--- src/nearest_point_distance_3d_assert.svh ---
`ifndef NEAREST_POINT_DISTANCE_3D_ASSERT_SVH
`define NEAREST_POINT_DISTANCE_3D_ASSERT_SVH

// Same-cycle implication, sampled on clk and disabled during reset.
`define NPD_ASSERT_NOW(lbl, ante, cons) \
    lbl: assert property (@(posedge clk) disable iff (!rst_n) (ante) |-> (cons)) \
        else $error("nearest_point_distance_3d: assertion failed");

// Next-cycle implication, sampled on clk and disabled during reset.
`define NPD_ASSERT_NEXT(lbl, ante, cons) \
    lbl: assert property (@(posedge clk) disable iff (!rst_n) (ante) |=> (cons)) \
        else $error("nearest_point_distance_3d: assertion failed");

`endif

--- src/npd_pkg.sv ---
package npd_pkg;

    localparam int COORD_WIDTH = 24;
    localparam int DIFF_W      = COORD_WIDTH + 1;
    localparam int ROOT_W      = COORD_WIDTH + 1;
    localparam int SUM_W       = 2 * ROOT_W;
    localparam int DIST_W      = 25;
    localparam int CFG_INDEX_W = 2;

    localparam logic [DIST_W-1:0] DIST_MAX = '1;

    localparam logic [CFG_INDEX_W-1:0] REG_REF_X = 2'd0;
    localparam logic [CFG_INDEX_W-1:0] REG_REF_Y = 2'd1;
    localparam logic [CFG_INDEX_W-1:0] REG_REF_Z = 2'd2;

    typedef struct packed {
        logic signed [COORD_WIDTH-1:0] point_x;
        logic signed [COORD_WIDTH-1:0] point_y;
        logic signed [COORD_WIDTH-1:0] point_z;
        logic                          first_of_set;
    } in_item_t;

    typedef struct packed {
        logic [DIST_W-1:0] distance;
        logic [DIST_W-1:0] smallest_so_far;
    } out_item_t;

endpackage

--- src/nearest_point_distance_3d.sv ---
// A request passes through the shared squarer and accumulator (S_SQUARE), then the
// one-bit-per-cycle square root (S_ROOT), and retires to the output register (S_DONE);
// a new request is taken only once the previous result has been loaded.
// The result register frees the input side as soon as the result is loaded.
// Reset (rst_n low, asynchronous) clears the reference point, the running minimum
// and its valid flag, and returns the sequencer to idle.
`include "nearest_point_distance_3d_assert.svh"

module nearest_point_distance_3d
    import npd_pkg::*;
(
    input  logic                   clk,
    input  logic                   rst_n,
    input  logic                   in_valid,
    output logic                   in_stall,
    input  in_item_t               in_data,
    output logic                   out_valid,
    input  logic                   out_stall,
    output out_item_t              out_data,
    input  logic                   cfg_valid,
    output logic                   cfg_ready,
    input  logic [CFG_INDEX_W-1:0] cfg_index,
    input  logic [COORD_WIDTH-1:0] cfg_data
);

    localparam int CNT_W = $clog2(ROOT_W);
    localparam int EXT_W = (ROOT_W > DIST_W) ? ROOT_W : DIST_W;

    typedef enum logic [1:0] {
        S_IDLE,
        S_SQUARE,
        S_ROOT,
        S_DONE
    } state_t;

    state_t                   state_reg;
    logic [CNT_W-1:0]         cnt_reg;
    logic [COORD_WIDTH-1:0]   ref_x_reg;
    logic [COORD_WIDTH-1:0]   ref_y_reg;
    logic [COORD_WIDTH-1:0]   ref_z_reg;
    logic [COORD_WIDTH-1:0]   pt_x_reg;
    logic [COORD_WIDTH-1:0]   pt_y_reg;
    logic [COORD_WIDTH-1:0]   pt_z_reg;
    logic                     first_reg;
    logic [SUM_W-1:0]         prod_reg;
    logic [SUM_W-1:0]         acc_reg;
    logic [ROOT_W-1:0]        rem_reg;
    logic [ROOT_W-1:0]        root_reg;
    logic [DIST_W-1:0]        running_min_reg;
    logic                     min_valid_reg;
    logic                     out_valid_reg;
    out_item_t                out_data_reg;

    logic [COORD_WIDTH-1:0]   sel_ref;
    logic [COORD_WIDTH-1:0]   sel_pt;
    logic [DIFF_W-1:0]        diff;
    logic [DIFF_W-1:0]        mag;
    logic [SUM_W-1:0]         square;
    logic [ROOT_W+1:0]        rem_shift;
    logic [ROOT_W+1:0]        trial;
    logic [ROOT_W+1:0]        rem_sub;
    logic                     take_bit;
    logic [ROOT_W-1:0]        rem_next;
    logic [ROOT_W-1:0]        root_next;
    logic [EXT_W-1:0]         root_ext;
    logic [DIST_W-1:0]        dist_val;
    logic                     start_set;
    logic [DIST_W-1:0]        min_next;

    // Shared squarer: the counter picks which axis goes through it this cycle.
    always_comb
    begin
        unique case (cnt_reg[1:0])
            2'd0:
            begin
                sel_ref = ref_x_reg;
                sel_pt  = pt_x_reg;
            end
            2'd1:
            begin
                sel_ref = ref_y_reg;
                sel_pt  = pt_y_reg;
            end
            2'd2:
            begin
                sel_ref = ref_z_reg;
                sel_pt  = pt_z_reg;
            end
            default:
            begin
                sel_ref = '0;
                sel_pt  = '0;
            end
        endcase
    end

    // The magnitude of the most negative difference wraps to the right unsigned value.
    assign diff   = {sel_pt[COORD_WIDTH-1], sel_pt} - {sel_ref[COORD_WIDTH-1], sel_ref};
    assign mag    = diff[DIFF_W-1] ? (~diff + DIFF_W'(1)) : diff;
    assign square = SUM_W'(mag) * SUM_W'(mag);

    // Restoring square root, one result bit per cycle; the radicand is shifted out
    // of the top of the accumulator two bits at a time.
    assign rem_shift = {rem_reg, acc_reg[SUM_W-1 -: 2]};
    assign trial     = {root_reg, 2'b01};
    assign rem_sub   = rem_shift - trial;
    assign take_bit  = (rem_shift >= trial);
    assign rem_next  = take_bit ? rem_sub[ROOT_W-1:0] : rem_shift[ROOT_W-1:0];
    assign root_next = {root_reg[ROOT_W-2:0], take_bit};

    assign root_ext  = EXT_W'(root_reg);
    assign dist_val  = (root_ext > EXT_W'(DIST_MAX)) ? DIST_MAX : root_ext[DIST_W-1:0];
    assign start_set = first_reg || !min_valid_reg;
    assign min_next  = (start_set || (dist_val < running_min_reg)) ? dist_val : running_min_reg;

    always_ff @(posedge clk or negedge rst_n)
    begin
        if (!rst_n)
        begin
            state_reg       <= S_IDLE;
            cnt_reg         <= '0;
            ref_x_reg       <= '0;
            ref_y_reg       <= '0;
            ref_z_reg       <= '0;
            pt_x_reg        <= '0;
            pt_y_reg        <= '0;
            pt_z_reg        <= '0;
            first_reg       <= 1'b0;
            prod_reg        <= '0;
            acc_reg         <= '0;
            rem_reg         <= '0;
            root_reg        <= '0;
            running_min_reg <= '0;
            min_valid_reg   <= 1'b0;
            out_valid_reg   <= 1'b0;
            out_data_reg    <= '0;
        end
        else
        begin
            if (cfg_valid)
            begin
                unique case (cfg_index)
                    REG_REF_X:
                    begin
                        ref_x_reg <= cfg_data;
                    end
                    REG_REF_Y:
                    begin
                        ref_y_reg <= cfg_data;
                    end
                    REG_REF_Z:
                    begin
                        ref_z_reg <= cfg_data;
                    end
                    default:
                    begin
                    end
                endcase
            end

            // A result loaded this cycle takes the place of the one leaving.
            if (out_valid_reg && !out_stall && (state_reg != S_DONE))
            begin
                out_valid_reg <= 1'b0;
            end

            unique case (state_reg)
                S_IDLE:
                begin
                    if (in_valid)
                    begin
                        pt_x_reg  <= in_data.point_x;
                        pt_y_reg  <= in_data.point_y;
                        pt_z_reg  <= in_data.point_z;
                        first_reg <= in_data.first_of_set;
                        acc_reg   <= '0;
                        cnt_reg   <= '0;
                        state_reg <= S_SQUARE;
                    end
                end
                S_SQUARE:
                begin
                    // The product of one axis is added while the next axis is squared.
                    if (cnt_reg != CNT_W'(3))
                    begin
                        prod_reg <= square;
                    end
                    if (cnt_reg != '0)
                    begin
                        acc_reg <= acc_reg + prod_reg;
                    end
                    if (cnt_reg == CNT_W'(3))
                    begin
                        rem_reg   <= '0;
                        root_reg  <= '0;
                        cnt_reg   <= '0;
                        state_reg <= S_ROOT;
                    end
                    else
                    begin
                        cnt_reg <= cnt_reg + CNT_W'(1);
                    end
                end
                S_ROOT:
                begin
                    acc_reg  <= {acc_reg[SUM_W-3:0], 2'b00};
                    rem_reg  <= rem_next;
                    root_reg <= root_next;
                    if (cnt_reg == CNT_W'(ROOT_W - 1))
                    begin
                        state_reg <= S_DONE;
                    end
                    else
                    begin
                        cnt_reg <= cnt_reg + CNT_W'(1);
                    end
                end
                S_DONE:
                begin
                    if (!out_valid_reg || !out_stall)
                    begin
                        out_valid_reg                <= 1'b1;
                        out_data_reg.distance        <= dist_val;
                        out_data_reg.smallest_so_far <= min_next;
                        running_min_reg              <= min_next;
                        min_valid_reg                <= 1'b1;
                        state_reg                    <= S_IDLE;
                    end
                end
                default:
                begin
                    state_reg <= S_IDLE;
                end
            endcase
        end
    end

    assign in_stall  = (state_reg != S_IDLE);
    assign out_valid = out_valid_reg;
    assign out_data  = out_data_reg;
    assign cfg_ready = 1'b1;

    `NPD_ASSERT_NEXT(a_busy_after_request, in_valid && !in_stall, in_stall)
    `NPD_ASSERT_NOW(a_min_not_above_dist, out_valid,
        out_data.smallest_so_far <= out_data.distance)
    `NPD_ASSERT_NEXT(a_min_valid_sticks, min_valid_reg, min_valid_reg)
    `NPD_ASSERT_NOW(a_result_only_when_free, (state_reg == S_DONE) && out_valid && out_stall,
        $stable(out_data))

endmodule
--- config.mk ---
export PLATFORM = sky130hd
export DESIGN_NAME = nearest_point_distance_3d
export DESIGN_NICKNAME = d
export VERILOG_FILES = /design/src/npd_pkg.sv /design/src/nearest_point_distance_3d.sv
export VERILOG_INCLUDE_DIRS = /design/src /design/src/src
export SDC_FILE = /design/constraint.sdc
export NUM_CORES = 2
export LEC_CHECK = 0
export BUFFER_PORTS_ARGS = -buffer_cell sky130_fd_sc_hd__buf_2
export CORE_ASPECT_RATIO = 0.8
export CORE_MARGIN = 3
export CORE_UTILIZATION = 25
export CTS_BUF_LIST = sky130_fd_sc_hd__clkbuf_2 sky130_fd_sc_hd__clkbuf_4 sky130_fd_sc_hd__clkbuf_8
export CTS_CLUSTER_DIAMETER = 200
export DETAILED_ROUTE_END_ITERATION = 6
export SLEW_MARGIN = 20
export SYNTH_ARGS = -nofsm -noshare
export SYNTH_HDL_FRONTEND = slang
export SYNTH_SLANG_ARGS = --single-unit
--- constraint.sdc ---
create_clock -name clk -period 13.6 [get_ports clk]
set_input_delay 0.68 -clock clk [delete_from_list [all_inputs] [get_ports clk]]
set_output_delay 0.68 -clock clk [all_outputs]
set_load 0.05 [all_outputs]
### Word-level counts from Yosys, hierarchy flattened

Cells that the tools add are included.

| word-level totals | value |
|---|---|
| flip-flop bits (word level) | 354 |
| input port bits | 104 |
| output and inout bits | 53 |

| operators by class | value |
|---|---|
| $add $sub $neg | 5 |
| multiply operators | 1 |
| magnitude comparators | 3 |
| eq/ne operators | 17 |
| multiplexer cells | 23 |
| bitwise gates (word level) | 1 |
| reductions and logical operators | 26 |

Operators by type and width:

| cell | number |
|---|---|
| 50-bit one-hot mux with 3 select lines | 1 |
| 24-bit one-hot mux with 3 select lines | 2 |
| 25-bit 2-to-1 mux | 4 |
| 50-bit 2-to-1 mux | 2 |
| 25-bit one-hot mux with 2 select lines | 2 |
| 50-bit adder | 1 |
| 25-bit by 25-bit multiplier with 50-bit output | 1 |
| 27-bit greater-or-equal comparator | 1 |
| 25-bit by 1-bit adder with 25-bit output, second input constant | 1 |
| 25-bit greater-than comparator, second input constant | 1 |
| 25-bit < comparator | 1 |
| 25-bit NOT | 1 |
| 24-bit by 24-bit subtractor with 25-bit output | 1 |
| 25-bit subtractor | 1 |
| 5-bit 2-to-1 mux | 3 |
| 5-bit one-hot mux with 3 select lines | 1 |
| 2-bit inequality test, second input constant | 7 |
| 2-bit AND reduction | 7 |
| 3-bit AND reduction | 3 |
| 2-bit == test, second input constant | 4 |
| 2-bit 2-to-1 mux | 4 |
| 2-bit one-hot mux with 4 select lines | 1 |
| 2-bit by 1-bit == test with 1-bit output, second input constant | 3 |
| 2-bit zero test | 3 |
| other kinds (12) | 20 |

### Depth between registers and ports, before layout

| logic depth | value |
|---|---|
| depth in word-level cells | 7 |
| gate-level depth with buffers | 49 |

### Worst setup path before layout

OpenSTA, ideal clock, no wires.

| timing | value |
|---|---|
| path kind | register -> register |
| start | reg cnt_reg[0] |
| end | reg prod_reg[49] |
| arrival time | 11.001 ns |
| data required time | 13.508 ns |
| path slack | 2.507 ns |
| stages on the path, launching flop included | 45 |
| buffers on the path | 4 |
| cells stage by stage | dfrtp_1 -> inv_1 -> ha_1 -> clkbuf_1 -> clkbuf_1 -> clkbuf_1 -> a222oi_1 -> nor2_1 -> ha_1 -> fa_1 -> nor2b_1 -> o21bai_1 -> a211oi_1 -> o211ai_1 -> mux2_2 -> and2_1 -> nor4_1 -> a31oi_1 -> [9 not listed] -> inv_1 -> fa_1 -> inv_1 -> fa_1 -> inv_1 -> fa_1 -> ha_1 -> a211oi_1 -> nor2_1 -> or3_1 -> a21bo_2 -> a211oi_1 -> o31ai_1 -> a211oi_1 -> nor3b_1 -> o41ai_1 -> nor3_1 -> o31ai_2 |

| between the ends | value |
|---|---|
| word-level cells in the longest chain between the ends | 7 |

Ends and longest elaborated chain:

| what | RTL line | RTL |
|---|---|---|
| start: declaration | nearest_point_distance_3d.sv:37 | `logic [CNT_W-1:0] cnt_reg;` |
| start signal: assignment | nearest_point_distance_3d.sv:201 | `cnt_reg <= cnt_reg + CNT_W'(1);` |
| start signal: assignment | nearest_point_distance_3d.sv:215 | `cnt_reg <= cnt_reg + CNT_W'(1);` |
| 2-bit == test (tied with other cells) | nearest_point_distance_3d.sv:73 | `unique case (cnt_reg[1:0])` |
| 24-bit one-hot mux with 3 select lines | nearest_point_distance_3d.sv:73 |  |
| 24-bit by 24-bit subtractor with 25-bit output | nearest_point_distance_3d.sv:98 | `assign diff = {sel_pt[COORD_WIDTH-1], sel_pt} - {sel_ref[COORD_WIDTH-1], sel_ref};` |
| 25-bit NOT | nearest_point_distance_3d.sv:99 | `assign mag = diff[DIFF_W-1] ? (~diff + DIFF_W'(1)) : diff;` |
| 25-bit by 1-bit adder with 25-bit output | nearest_point_distance_3d.sv:99 |  |
| 25-bit 2-to-1 mux | nearest_point_distance_3d.sv:99 |  |
| 25-bit by 25-bit multiplier with 50-bit output | nearest_point_distance_3d.sv:100 | `assign square = SUM_W'(mag) * SUM_W'(mag);` |
| end signal: assignment | nearest_point_distance_3d.sv:186 | `prod_reg <= square;` |
| end: declaration | nearest_point_distance_3d.sv:45 | `logic [SUM_W-1:0] prod_reg;` |

Several ways; a longest one is shown, not always the timed one.
A chain may end at the register's enable or synchronous reset.

### Final worst setup path

Ends and elaborated chain as after synthesis.

==> impl_results.md <==
* Area contributors post-synth: fa_1 25%, dfrtp_1 23%, ha_1 10%
* DR pass1 iterations at 7
* Worst Setup Path Type: flip-flop to flip-flop
* Worst reg2reg path endpoint: prod_reg[49]
* Core area at about 0.15 sq mm
* Hold Fails Final Rpt at 0
* Ports at 157
* Antenna-violating nets left at 0
* Violated checks: design-rule violations
* Fin crit share at 94.0%
* CP Launch Type: flip-flop
* Cell Rows at between 100 and 150
* Max incr delay on CP at 0.59 ns
* Layout cell share with drive strength beyond 1 at between 10% and 20%
* Relative slew margins at between 30% and 40%
* Reg2reg start: cnt_reg[0]
* CTS tree: yes
* Initial antenna violation count at 5
* Number of DRC markers in iteration 0 at ~2400
* CP max stage cell: fa_1
* Total global-route track usage at between 10% and 20%
* Hpwl dp at 82.6 mm
* Full die area at around 0.16 sq mm
* Yosys cell types at 97
* H-tree depth at 2
* Final #Nets at around 5000
* Chip width at 442 microns
* Root buffer cell: clkbuf_8
* Reg2Reg Depth at 40
* Routed vias/inst at 4.64
* CTS sink cnt at approximately 350
* Clock buffer depth at 3
* Worst reg-to-reg setup slack at 0.81 ns
* Sequential-to-total area share from yosys stat at between 20% and 30%
* Average wire per cell in the routed design at 16.8 microns
* Status: finished with violations
* Worst-Skew Late Latency at roughly 0.67 ns
* DRC errors left at 3
* Yosys top cell area share at approximately 25%
* Post-Syn Area at 0.0381 sq mm
* DR vias at 28800
* Largest net degree at the start of global routing at slightly above 100
* Tmin final at 12.79 ns
* GR Overflow Total at 0
* First-pass GRT wire length at 168 mm
* FFs w/ async S/R, synth at 100%
* Number of enable flip-flop cells after synthesis at 0
* Cell with the most instances after synthesis: inv_1
* Synth Register Bits at 353
* Total CTS buffers at 55
* Final Max Tran Viols at 0
* DIE HEIGHT at 355 microns
* Critical path endpoint category: flip-flop
* Largest area contributor in the netlist: fa_1
* Vias in the first global route at 29600
* Fmax at around 78 MHz
* Clock transition at the registers of the reported paths at 0.07 ns
* Max Clock Skew at 0.0497 ns
* RSZ-0062 raised after global routing: no
* Hold WC Path Type: input pin to async pin
* Final Setup Violations at 0
* Total negative slack at 0 ns
* Area delta synth->final at 12.0%
* CP most frequent cell: fa_1
* Average size of a mapped cell at 9.44 sq um
* Worst Tran Pin Value at 1.01 ns
* Most instantiated cells after synthesis: 665 x inv_1, 468 x fa_1, 415 x nand2_1
* Ys Warns at 0
* Initial Util at 25.3%
* Gate Count Post-Synth at between 4000 and 5000
* CP arrival at 13.32 ns
* Final RePlAce weighted congestion at 0.913
* Maxcap violations at 0
* Critical Path RT at 14.13 ns
* Post-Route WL at 104 mm
* Port-buffer cells at 155
* Hold buffer count at CTS at 0
* Main synth FF type: dfrtp_1
* CP max FO at 35
==> per-layer routing <==
layer  routed length, microns  vias to the layer above  global-route usage (%)
met5                        0                        -                       0
met4                     1920                        0                    2.77
met3                     7660                      128                    2.61
met2                    45100                      888                    20.0
met1                    49600                    14300                    19.3
li1                         -                    13500                       -
==> layout by cell type, fill, tap and decap left out, drive strengths merged, types with 136 or more instances in the layout <==
cell	n
a21oi	136
inv	671
mux2	148
fa	468
ha	314
nand2	415
dfrtp	353
nor2	273
buf	223
o21ai	222
==> worst max path at each step <==
stage / from / end / slack (ns) / cells past startpoint
6_report: cnt_reg[0] / prod_reg[49] / 0.81 / 40
5_1_grt: cnt_reg[0] / prod_reg[49] / 0.02 / 39
4_1_cts: cnt_reg[0] / prod_reg[49] / 0.16 / 38
3_5_place_dp: cnt_reg[0] / prod_reg[49] / 0.34 / 38
3_3_place_gp: cnt_reg[0] / prod_reg[49] / 0.55 / 40
2_1_floorplan: cnt_reg[0] / prod_reg[49] / 2.51 / 44
==> critical path, delay by kind of cell, from the launching register on <==
| family | cells | cell delay (ns) |
|---|---|---|
| adders and majority gates | 10 | 4.74 |
| AOI/OAI and AO/OA | 12 | 3.24 |
| and+or+nand+nor | 9 | 2.17 |
| buffers and inverters | 7 | 1.26 |
| xor gates and xnor gates | 2 | 0.74 |
| DFF | 1 | 0.46 |
==> cells by family (layout without fill, tap and decap cells) <==
logic type	after synthesis	count (layout)	share of synthesized area, %
xor+xnor	159	159	3.74
compound gates	740	740	12.9
simple gates	965	965	11.3
fa+ha+maj	782	782	34.9
buf+inv	849	994	8.49
other cells	2	23	0.0197
mux	188	188	5.42
flops	353	353	23.2
==> stage by stage <==
step | instances | worst slack, ns | hold slack (ns) | cell area, sq um | util, %
after detailed placement | 6093 | 0.338 | 0.465 | 41300 | 27.4
final | 6203 | 0.814 | 0.0444 | 42700 | 28.3
after floorplan | 4055 | 2.51 | 0.384 | 38200 | -
after global routing | 6202 | 0.0157 | 0.0605 | 42700 | 28.3
after global placement | 6093 | 0.545 | 0.460 | 41300 | 27.4
after CTS | 6194 | 0.160 | 0.0354 | 42600 | 28.3
==> timing repair <==
action                                 CTS  global route
endpoints found under the hold margin    0             0
setup endpoints to repair                0             6
resized for setup                        0             4
buffers inserted                         0             4
==> cell type report <==
cell class,instances,area (sq um)
Antenna cell,4,10.0
Clock buffer,90,1140
Clock inverter,11,131
Fill cell,16000,108000
Inverter,670,2520
Multi-Input combinational cell,2853,26200
Sequential cell,353,8830
Tap cell,1999,2500
Timing Repair Buffer,223,1330
Power is not shown: default switching activity piles up to over one toggle a cycle in this logic, so the estimate is an artifact.
